`src/hdl/marching_squares_contour_stream_assert.svh`:
```
// assertion macros for the contour stream block
`ifndef MARCHING_SQUARES_CONTOUR_STREAM_ASSERT_SVH
`define MARCHING_SQUARES_CONTOUR_STREAM_ASSERT_SVH
`ifndef NO_ASSERTIONS
`define MSC_ASSERT_IMP(label, clk, rst, a, b) \
   label: assert property (@(posedge clk) disable iff (rst) (a) |-> (b)) \
      else $error("assertion failed");
`define MSC_ASSERT_NXT(label, clk, rst, a, b) \
   label: assert property (@(posedge clk) disable iff (rst) (a) |=> (b)) \
      else $error("assertion failed");
`else
`define MSC_ASSERT_IMP(label, clk, rst, a, b)
`define MSC_ASSERT_NXT(label, clk, rst, a, b)
`endif
`endif

```
`src/hdl/msc_pkg.sv`:
```
//------------------------------------------------------------------------------
// msc_pkg
// shared types and constants of the contour stream block
//------------------------------------------------------------------------------
`timescale 1ns / 1ps
package msc_pkg;
   localparam int CFG_BITS = 16;
   localparam logic [1:0] REG_ISO = 2'd0;
   localparam logic [1:0] REG_WIDTH = 2'd1;
   localparam logic [1:0] REG_HEIGHT = 2'd2;
   localparam int DIM_BITS = 13;
   localparam int MAX_HEIGHT = 4096;
   localparam int COORD_BITS = 20;

   // cell edges, measured from the first corner of each
   localparam logic [2:0] E_LEFT = 3'd0;
   localparam logic [2:0] E_TOP = 3'd1;
   localparam logic [2:0] E_RIGHT = 3'd2;
   localparam logic [2:0] E_BOTTOM = 3'd3;
   localparam logic [2:0] NO_EDGE = 3'd4;

   typedef enum logic [2:0] {
      ST_IDLE, ST_READ, ST_CELL, ST_GO, ST_DIV, ST_STORE, ST_SEND
   } state_type;

   // controller -> datapath
   typedef struct packed {
      logic accept;   // take input beat
      logic rd;       // read line store, update counters
      logic classify; // form case, latch cell corners
      logic div_go;   // start division of the current endpoint
      logic store;    // keep quotient as current endpoint
      logic next_pt;  // advance endpoint index
      logic send;     // load output register
   } cmd_type;

   // datapath -> controller
   typedef struct packed {
      logic emit;      // cell complete and case emits
      logic div_done;
      logic pt_last;   // endpoint index is the last one
      logic seg_end;   // endpoint index completes a segment
   } sts_type;

   // edges per case, four entries of three bits
   function automatic logic [2:0] case_edge(input logic [3:0] code, input logic [1:0] k);
      logic [11:0] row;
      begin
         case (code)
            4'd1, 4'd14: row = {NO_EDGE, NO_EDGE, E_BOTTOM, E_LEFT};
            4'd2, 4'd13: row = {NO_EDGE, NO_EDGE, E_BOTTOM, E_RIGHT};
            4'd3, 4'd12: row = {NO_EDGE, NO_EDGE, E_RIGHT, E_LEFT};
            4'd4, 4'd11: row = {NO_EDGE, NO_EDGE, E_RIGHT, E_TOP};
            4'd5:        row = {E_RIGHT, E_TOP, E_BOTTOM, E_LEFT};
            4'd6, 4'd9:  row = {NO_EDGE, NO_EDGE, E_BOTTOM, E_TOP};
            4'd7, 4'd8:  row = {NO_EDGE, NO_EDGE, E_TOP, E_LEFT};
            4'd10:       row = {E_BOTTOM, E_RIGHT, E_TOP, E_LEFT};
            default:     row = {NO_EDGE, NO_EDGE, NO_EDGE, NO_EDGE};
         endcase
         case_edge = row[k*3 +: 3];
      end
   endfunction
endpackage

```
`src/hdl/msc_ctrl.sv`:
```
//------------------------------------------------------------------------------
// msc_ctrl
// sequencer for one pixel: read, classify, divide each endpoint, send
//------------------------------------------------------------------------------
`timescale 1ns / 1ps
`include "marching_squares_contour_stream_assert.svh"
module msc_ctrl (
   input  logic             clock,
   input  logic             reset,
   input  logic             in_valid,
   output logic             in_ready,
   input  logic             out_free,
   input  msc_pkg::sts_type sts,
   output msc_pkg::cmd_type cmd
);
   import msc_pkg::*;

   state_type state_ff, state_in;

   // next state
   always_comb begin
      state_in = state_ff;
      unique case (state_ff)
         ST_IDLE:  if (in_valid) state_in = ST_READ;
         ST_READ:  state_in = ST_CELL;
         ST_CELL:  state_in = sts.emit ? ST_GO : ST_IDLE;
         ST_GO:    state_in = ST_DIV;
         ST_DIV:   if (sts.div_done) state_in = ST_STORE;
         ST_STORE: state_in = sts.seg_end ? ST_SEND : ST_GO;
         ST_SEND:  if (out_free) state_in = sts.pt_last ? ST_IDLE : ST_GO;
         default:  state_in = ST_IDLE;
      endcase
   end

   // outputs
   always_comb begin
      cmd = '0;
      in_ready = 1'b0;
      unique case (state_ff)
         ST_IDLE:  begin in_ready = 1'b1; cmd.accept = in_valid; end
         ST_READ:  cmd.rd = 1'b1;
         ST_CELL:  cmd.classify = 1'b1;
         ST_GO:    cmd.div_go = 1'b1;
         ST_DIV:   ;
         ST_STORE: begin
            cmd.store = 1'b1;
            cmd.next_pt = !sts.seg_end;
         end
         ST_SEND:  begin
            cmd.send = out_free;
            cmd.next_pt = out_free && !sts.pt_last;
         end
         default:  ;
      endcase
   end

   always_ff @(posedge clock) begin
      if (reset) state_ff <= ST_IDLE;
      else state_ff <= state_in;
   end

   `MSC_ASSERT_NXT(a_acc_read, clock, reset, cmd.accept, state_ff == ST_READ)
   `MSC_ASSERT_IMP(a_rdy_idle, clock, reset, in_ready, state_ff == ST_IDLE)
   `MSC_ASSERT_IMP(a_send_free, clock, reset, cmd.send, out_free)
endmodule

```
`config.mk`:
```
export PLATFORM = sky130hd
export DESIGN_NAME = msc_ctrl
export DESIGN_NICKNAME = d
export VERILOG_FILES = /design/src/hdl/msc_pkg.sv /design/src/hdl/msc_ctrl.sv
export VERILOG_INCLUDE_DIRS = /design/src /design/src/hdl
export SDC_FILE = /design/constraint.sdc
export NUM_CORES = 1
export LEC_CHECK = 0
export ABC_AREA = 1
export BUFFER_PORTS_ARGS = -buffer_cell sky130_fd_sc_hd__buf_2
export CELL_PAD_IN_SITES_DETAIL_PLACEMENT = 1
export CELL_PAD_IN_SITES_GLOBAL_PLACEMENT = 2
export CORE_MARGIN = 2
export CORE_UTILIZATION = 17
export CTS_CLUSTER_SIZE = 25
export DETAILED_ROUTE_END_ITERATION = 8
export PLACE_DENSITY_LB_ADDON = 0.1
export SETUP_SLACK_MARGIN = 0.02
export SYNTH_ARGS = -nofsm -noshare
export SYNTH_HDL_FRONTEND = slang
export SYNTH_SLANG_ARGS = --single-unit
```
`constraint.sdc`:
```
create_clock -name clock -period 1.05 [get_ports clock]
set_input_delay 0.1575 -clock clock [delete_from_list [all_inputs] [get_ports clock]]
set_output_delay 0.1575 -clock clock [all_outputs]
set_load 0.1 [all_outputs]
```
==> results of run 1 <==
cell usage after synthesis:
cell type / instances / share of area (%)
nor2_1: 8 / 9.9
o21ai_1: 2 / 3.3
o22ai_1: 1 / 2.1
a21oi_2: 1 / 2.9
nand4_1: 2 / 4.1
nand2_1: 8 / 9.9
o21ai_0: 1 / 1.7
nand3_2: 2 / 6.6
o211ai_1: 1 / 2.5
nand3_1: 3 / 5.0
buf_6: 2 / 7.4
nor2_4: 1 / 3.7
inv_1: 9 / 11
nand2_2: 1 / 2.1
nor2_2: 2 / 4.1
inv_2: 3 / 3.7
dfxtp_1: 3 / 20
placed cells by master, fill, tap and decap left out, types with 2 or more instances in the layout:
master,n
buf_4,8
nand4_1,2
inv_2,2
buf_6,3
buf_2,7
o21ai_1,2
nand2_4,2
nand2_2,3
inv_1,6
clkinvlp_4,3
clkbuf_4,3
nor2_1,4
nor2_4,7
buf_12,8
nand2_1,4
dfxtp_4,3
nand3_4,3
worst max-delay path: stages (launching register included):
cell and delay, ns:
dfxtp_4 0.37, inv_2 0.08, nand3_2 0.13, o21ai_4 0.18
buf_12 0.19
kinds of logic (layout without fill, tap and decap cells):
group | Yosys count | count (layout) | share of synthesized area [%]
compound gates | 6 | 6 | 12.40
simple gates | 27 | 27 | 45.45
flops | 3 | 3 | 19.84
buf+inv | 14 | 42 | 22.31
metrics by stage:
step	util [%]	TNS [ns]	setup slack, ns
CTS	43.44	-1.986	-0.2974
global placement	38.02	-1.196	-0.1965
global route	44.25	-2.458	-0.3452
finish	44.25	-1.854	-0.2878
detailed placement	38.02	-1.490	-0.2256
floorplan	-	-2.229	-0.5544
timing repair:
| item | CTS | global route |
|---|---|---|
| setup buffers | 1 | 0 |
| pin swaps | 6 | 1 |
| setup endpoints to repair | 11 | 11 |
| gates resized for setup | 14 | 3 |
layout make-up:
cell class | instances | share of cell area, %
Clock buffer | 4 | 3.477
Inverter | 12 | 7.781
Multi-Input combinational cell | 33 | 36.92
Sequential cell | 3 | 9.437
Tap cell | 25 | 4.139
Timing Repair Buffer | 26 | 38.24
per-layer routing:
| layer | GRT usage, % | vias to the layer above | wire (um) |
|---|---|---|---|
| met1 | 14.15 | 181 | 477 |
| li1 | - | 211 | - |
| met5 | 0 | - | 0 |
| met3 | 2.353 | 0 | 34 |
| met4 | 3.429 | 0 | 0 |
| met2 | 18.06 | 12 | 545 |
power breakdown:
group	total, mW	internal, mW	switching (mW)	leakage [nW]
Combinational	1.70	0.652	1.05	0.272
Clock	0.205	0.143	0.0624	0.0150
Sequential	0.260	0.173	0.0872	0.0267
path summary, 6_finish.rpt:
path / end / slack (ns) / depth (start not counted)
hold / removal: state_ff[1] / 0.11 / 2
hold reg to reg: state_ff[1] / 0.74 / 5
setup reg to reg: state_ff[2] / -0.06 / 6
setup / recovery: cmd[1] / -0.29 / 4
==> run_results.csv, run 1 <==
group,metric,value,unit
synth,synth_area,302.8,um2
finish,layout.cells.non_filler,103,
timing,fin_hold_ws,0.1076,ns
critical_path,criticalPathCategory,"flop to primary output",
route,dr.pass1.iters,1,
critical_path,start_kind,"flop",
synth,yosys_register_bits,3,
floorplan,core,1708,um2
pwr,total_power,2.164,mW
route,avgViaCountPerCell,3.922,
finish,area_delta_synth_final,149.6,%
grt,grt_overflow,0,
route,finalWirelength,1058,um
route,final_antenna_net_count,0,
status,status,"finished with violations",
floorplan,die_w,46.21,um
timing,setup_viol,11,
finish,fin_area,755.7,um2
synth,syn_inst,50,
clocking,cts_sinks,3,
finish,largest_register,"state_ff",
route,drc,0,
finish,antenna_cells,0,
placement,hpwl,809.7,um
synth,yosysSeqAreaShare,19.83,%
pwr,power_density,2863,nW/um2
finish,fillers,197,
placement,dpl-instance-area,649.4,um2
clocking,cts_made_buffers,3,
floorplan,die-area,2135,um2
timing,finClkSkew,0.0009060,ns
finish,finalNetCount,87,
critical_path,critPathLaunch,"state_ff[1]",
route,first_iter_violations,0,
run,drv_cap,0,
synth,yosysUniqueCellTypes,17,
hold_path,hp-start,"reset",
clocking,hold_buffers,0,
hold_path,min_path_type,"input pin to flop",
critical_path,r2r-start,"state_ff[0]",
placement,gp_congestion,0.7027,
finish,multi_input_area,279.0,um2
timing,period_needed,1.338,ns
floorplan,num_rows,15,
timing,slew_violations,0,
clocking,cts_max_path_buffers,2,
placement,dp_cells,98,
timing,timing.fmax,747.5,MHz
timing,fin_crit_sh,127.4,%
grt,grt_start_max_net_pins,7,
placement,io_buffers,15,
critical_path,critPathMaxFanout,6,
clocking,clock_latency,0.23,ns
floorplan,io_pins,16,
floorplan,start_util,17.73,%
route,routedWlPerCell,10.27,um
critical_path,worstPathArrival,1.18,ns
clocking,path_clk_slew,0.04,ns
critical_path,end_kind,"primary output",
timing,worst-slew-pin-transition,0.1787,ns
finish,reg_top3,"state_ff x3",
pwr,peakVddDrop,1.294,mV
timing,rsz0062_at_grt,"true",
synth,avgSynthCellArea,6.056,um2
floorplan,die_h,46.21,um
finish,seq_area,71.32,um2
clocking,cts_max_level,1,
grt,antenna_found_initial,0,
clocking,cts_tree,"yes",
grt,grt_first_pass_wirelength,1656,um
grt,grt_pass1_vias,384,
route,num_vias,404,
synth,syn_nets,58,
status,violations,"negative setup slack",
timing,setup_ws,-0.2878,ns
clocking,cts_root_buffer,"clkbuf_4",
pwr,power.leakage,0.3142,nW
timing,hold_viol,0,
synth,synth-warning-count,0,
finish,largest_reg_flops,3,
timing,slew_headroom,88.08,%
grt,track_usage,10.99,%
critical_path,crit_required,0.89,ns
finish,drive_above_1_share,71.79,%
(Power assumes the default switching activity.)
==> run 2: changes to the inputs <==
--- a/config.mk
+++ b/config.mk
@@ -11,7 +11,7 @@
 export CELL_PAD_IN_SITES_DETAIL_PLACEMENT = 1
 export CELL_PAD_IN_SITES_GLOBAL_PLACEMENT = 2
 export CORE_MARGIN = 2
-export CORE_UTILIZATION = 17
+export CORE_UTILIZATION = 19
 export CTS_CLUSTER_SIZE = 25
 export DETAILED_ROUTE_END_ITERATION = 8
 export PLACE_DENSITY_LB_ADDON = 0.1
==> constraint.sdc (replaced) <==
create_clock -name clock -period 1.3 [get_ports clock]
set_input_delay 0.195 -clock clock [delete_from_list [all_inputs] [get_ports clock]]
set_output_delay 0.195 -clock clock [all_outputs]
set_load 0.1 [all_outputs]
==> run 2 against run 1 <==
Compared with the run above:
- the flow still finishes with violations (negative setup slack)
- clock power fell by 15%
- combinational power is 31% lower
- die area down 9.6%
- core utilization fell by 0.15 points
- sequential share of layout area up 1.3 points
- final cell count fell by 13%
- total power down 28%
- first-iteration DRC count increased by 2
- highest routed layer is now met4
==> run_results.csv, run 2 (synthesized netlist as in run 1, its figures left out) <==
group,metric,value,unit
timing,slew_violations,0,
route,met3_length,44,um
clocking,cts_made_buffers,3,
floorplan,die_h,43.92,um
timing,timing.fmax,729.2,MHz
route,dr.pass1.iters,2,
timing,finClkSkew,0.004246,ns
critical_path,worstPathArrival,1.18,ns
finish,area_delta_synth_final,119.4,%
finish,drive_above_1_share,67.57,%
hold_path,hold_end,"state_ff[1]",
placement,io_buffers,15,
route,wl_met1,404,um
finish,largest_reg_flops,3,
floorplan,start_util,20.10,%
critical_path,start_kind,"flop",
hold_path,min_path_type,"input pin to flop",
route,routed-wl-met2,470,um
route,avgViaCountPerCell,4.244,
critical_path,rrSetupSlack,0.12,ns
placement,dpl-instance-area,578.1,um2
floorplan,die-area,1929,um2
floorplan,num_rows,14,
finish,largest_register,"state_ff",
pwr,total_power,1.556,mW
hold_path,hp-start,"reset",
critical_path,r2r_end,"state_ff[2]",
timing,setup_ws,-0.07134,ns
route,num_vias,382,
timing,slew_headroom,89.54,%
route,routedWlPerCell,10.43,um
finish,antenna_cells,0,
finish,layout_common_cells,"8 x buf_12, 7 x buf_2, 6 x inv_1, 6 x buf_4",
timing,rsz0062_at_grt,"true",
timing,setup_viol,6,
clocking,cts_tree,"yes",
critical_path,critPathMaxFanout,4,
clocking,cts_max_level,1,
grt,grt_start_max_net_pins,7,
clocking,cts_max_path_buffers,2,
timing,worst-slew-pin-transition,0.1562,ns
finish,final_core_util,44.10,%
pwr,power.leakage,0.2840,nW
timing,hold_viol,0,
grt,grt_pass1_vias,419,
route,first_iter_violations,2,
status,status,"finished with violations",
route,final_antenna_net_count,0,
critical_path,reg2regPathDepth,9,
clocking,path_clk_slew,0.04,ns
finish,finalNetCount,83,
critical_path,crit_required,1.11,ns
floorplan,die_w,43.92,um
critical_path,r2r-start,"state_ff[0]",
run,drv_cap,0,
grt,grt_overflow,0,
route,top_layer_used,"met4",
status,violations,"negative setup slack",
route,finalWirelength,939,um
clocking,cts_root_buffer,"clkbuf_4",
route,drc,0,
finish,layout_commonest_cell,"buf_12",
floorplan,core,1506,um2
timing,period_needed,1.371,ns
placement,gp_congestion,0.7389,
grt,grt_first_pass_wirelength,1828,um
grt,track_usage,12.87,%
critical_path,criticalPathCategory,"flop to primary output",
grt,antenna_found_initial,0,
pwr,power_density,2342,nW/um2
clocking,hold_buffers,0,
timing,fin_crit_sh,105.5,%
hold_path,hold_depth,2,
floorplan,io_pins,16,
finish,reg_top3,"state_ff x3",
pwr,peakVddDrop,1.135,mV
finish,fin_area,664.4,um2
critical_path,end_kind,"primary output",
clocking,clock_latency,0.24,ns
clocking,cts_sinks,3,
placement,hpwl,769.3,um
## run 2: changes by cell type in the layout (fill, tap and decap cells not counted), sizes merged
cell  change
buf       -4
## run 2: area by class of cell
type	count	area [um2]
inverters	12	58.81
fillers	177	842.1
flip-flops and latches	3	71.32
well taps	16	20.02
repair buffers	22	251.5
clock buffers	4	26.28
multi-input cells	33	236.5
## run 2: worst max-delay path, cell delays in order (launching register included)
cell and delay [ns]:
dfxtp_4 0.36, inv_4 0.08, nand3_4 0.07, nor2_4 0.10, nand2_2 0.07, o21ai_4 0.07
buf_12 0.19
## run 2: where the power goes
group / internal [mW] / switching, mW
combinational: 0.418 / 0.753
clock: 0.116 / 0.0594
sequential: 0.140 / 0.0696
## run 2: worst max-delay path by stage
stage | from | depth (start not counted) | end
2_1_floorplan | state_ff[2] | 5 | cmd[1]
3_3_place_gp | state_ff[2] | 3 | cmd[1]
3_5_place_dp | state_ff[1] | 4 | cmd[2]
4_1_cts | state_ff[0] | 4 | cmd[6]
5_1_grt | state_ff[0] | 6 | cmd[1]
6_report | state_ff[0] | 6 | cmd[1]
## run 2: per-layer routing
layer  global-route usage [%]  vias up
met5                        0        -
met4                    7.273        0
met3                    2.083        2
met2                    20.29       13
met1                    16.46      165
li1                         -      202
## run 2: metrics by stage
step | std cells | hold slack [ns] | setup WS (ns) | setup TNS [ns]
floorplan | 50 | 0.2574 | -0.3419 | -0.8160
global placement | 82 | 0.3975 | 0.04325 | 0
detailed placement | 82 | 0.3976 | -0.001644 | -0.001644
CTS | 89 | 0.1344 | -0.09039 | -0.4551
global route | 90 | 0.1360 | -0.1545 | -0.8190
finish | 90 | 0.1424 | -0.07134 | -0.3058
## run 2: what timing repair did
| action | 4_1_cts | 5_1_grt |
|---|---|---|
| endpoints found under the hold margin | 0 | 0 |
| pin swaps | 4 | 1 |
| buffers inserted | 3 | 1 |
| resized for setup | 8 | 1 |
| setup endpoints to repair | 8 | 8 |
==> run 3: changes to the inputs <==
--- a/config.mk
+++ b/config.mk
@@ -11,7 +11,7 @@
 export CELL_PAD_IN_SITES_DETAIL_PLACEMENT = 1
 export CELL_PAD_IN_SITES_GLOBAL_PLACEMENT = 2
 export CORE_MARGIN = 2
-export CORE_UTILIZATION = 19
+export CORE_UTILIZATION = 20
 export CTS_CLUSTER_SIZE = 25
 export DETAILED_ROUTE_END_ITERATION = 8
 export PLACE_DENSITY_LB_ADDON = 0.1
==> constraint.sdc (replaced) <==
create_clock -name clock -period 1.6 [get_ports clock]
set_input_delay 0.24 -clock clock [delete_from_list [all_inputs] [get_ports clock]]
set_output_delay 0.24 -clock clock [all_outputs]
set_load 0.1 [all_outputs]
==> run 3 against run 2 <==
Compared with the run above:
- the run now ends clean
- die area shrank 4.5%
- sequential power is 17% lower
- via count increased by 0.26%
- total power shrank 21%
- design area fell by 12%
- largest power group unchanged
- highest routed layer unchanged
==> run_results.csv, run 3 (synthesized netlist as in run 1, its figures left out) <==
group,metric,value,unit
placement,dpl-instance-area,519.2,um2
route,dr.pass1.iters,2,
route,drc,0,
finish,layout_commonest_cell,"inv_1",
pwr,power.leakage,0.2821,nW
route,routedWlPerCell,11.33,um
floorplan,core,1454,um2
route,final_antenna_net_count,0,
critical_path,worstPathCellList,"inv_4 -> nand3_4 -> nor2_4 -> nand2_1 -> o21ai_2 -> buf_12",
critical_path,criticalPathCategory,"flop to primary output",
critical_path,critical_path.max_stage_delay,0.35,ns
timing,slew_violations,0,
route,avgViaCountPerCell,4.453,
clocking,path_clk_slew,0.04,ns
critical_path,cpMaxStageDelayCell,"dfxtp_2",
timing,slew_headroom,87.09,%
critical_path,end_kind,"primary output",
timing,fin_crit_sh,93.82,%
timing,finClkSkew,0.004187,ns
placement,dp_cells,79,
placement,io_buffers,15,
clocking,cts_made_buffers,3,
finish,drive_above_1_share,55.71,%
timing,fin_hold_ws,0.1771,ns
clocking,cts_sinks,3,
grt,grt_first_pass_wirelength,1600,um
timing,rsz0062_at_grt,"false",
route,finalWirelength,974,um
floorplan,num_rows,14,
finish,largest_reg_flops,3,
grt,grt_overflow,0,
finish,area_delta_synth_final,93.80,%
finish,fillers,190,
finish,layout.cells.non_filler,86,
critical_path,crit_required,1.36,ns
finish,finalNetCount,79,
grt,track_usage,12.12,%
floorplan,die_w,42.91,um
clocking,cts_root_buffer,"clkbuf_4",
grt,antenna_found_initial,0,
clocking,cts_tree,"yes",
floorplan,start_util,20.83,%
timing,hold_viol,0,
clocking,hold_buffers,0,
timing,timing.fmax,666.2,MHz
pwr,peakVddDrop,1.206,mV
clocking,cts_max_path_buffers,2,
critical_path,worstPathArrival,1.26,ns
timing,setup_viol,0,
clocking,cts_max_level,1,
placement,preCtsSetupSlack,0.1808,ns
critical_path,critPathMaxFanout,6,
finish,layout_common_cells,"9 x inv_1, 8 x nand2_1, 8 x buf_12",
grt,grt_pass1_vias,405,
route,first_iter_violations,1,
timing,setup_ws,0.09890,ns
finish,reg_top3,"state_ff x3",
placement,hpwl,769.6,um
finish,fin_area,586.8,um2
timing,worst-slew-pin-transition,0.1931,ns
timing,period_needed,1.501,ns
placement,gp_congestion,0.7510,
critical_path,start_kind,"flop",
run,drv_cap,0,
finish,largest_register,"state_ff",
pwr,power_density,2082,nW/um2
critical_path,reg2regPathDepth,6,
floorplan,die-area,1841,um2
floorplan,io_pins,16,
route,num_vias,383,
hold_path,min_path_type,"input pin to flop",
grt,grt_start_max_net_pins,9,
floorplan,die_h,42.91,um
status,status,"complete, no violations",
clocking,clock_latency,0.25,ns
finish,antenna_cells,0,
hold_path,hold_depth,2,
[run 3: worst paths after layout]
check / start / endpoint / slack [ns]
hold / removal: reset / state_ff[1] / 0.18
setup reg to reg: state_ff[0] / state_ff[2] / 0.51
setup / recovery: state_ff[0] / cmd[1] / 0.1
hold reg to reg: state_ff[1] / state_ff[1] / 0.68
[run 3: repair_timing]
item                       CTS  global route
buffers inserted             0             3
setup endpoints to repair    2             1
resized for setup            2             5
pin swaps                    0             1
[run 3: cell type report]
class | instances | area (um2) | area share [%]
clock buffer | 4 | 26.28 | 4.478
sequential | 3 | 68.82 | 11.73
tap | 16 | 20.02 | 3.412
inverter | 12 | 47.55 | 8.102
multi-input combinational | 33 | 206.4 | 35.18
timing repair buffer | 18 | 217.7 | 37.10
[run 3: metrics by stage]
step                      TNS (ns)  power, mW  util, %
final                            0      1.222    40.36
after global routing             0      1.288    40.36
after CTS                        0      1.167    37.69
after detailed placement         0      1.013    35.71
after global placement           0      1.011    35.71
after floorplan            -0.2365     0.7526        -
[run 3: critical path, delay by kind of cell, from the launching register on]
family                 cells  cell delay, ns
AND/OR/NAND/NOR            3            0.29
buffers and inverters      2            0.28
flip-flops                 1            0.35
AO/OA/AOI/OAI              1            0.08
[run 3: power breakdown]
group	leakage [nW]	internal, mW	switching, mW
clock	0.0150	0.0945	0.0550
sequential	0.0264	0.110	0.0634
combinational	0.241	0.315	0.583
[run 3: per-layer routing]
metal  vias to the layer above  routed length, um  GRT usage [%]
li1                        193                  -              -
met5                         -                  0              0
met1                       176                349          12.24
met2                        12                554          20.91
met4                         0                  7          3.750
met3                         2                 63          6.809
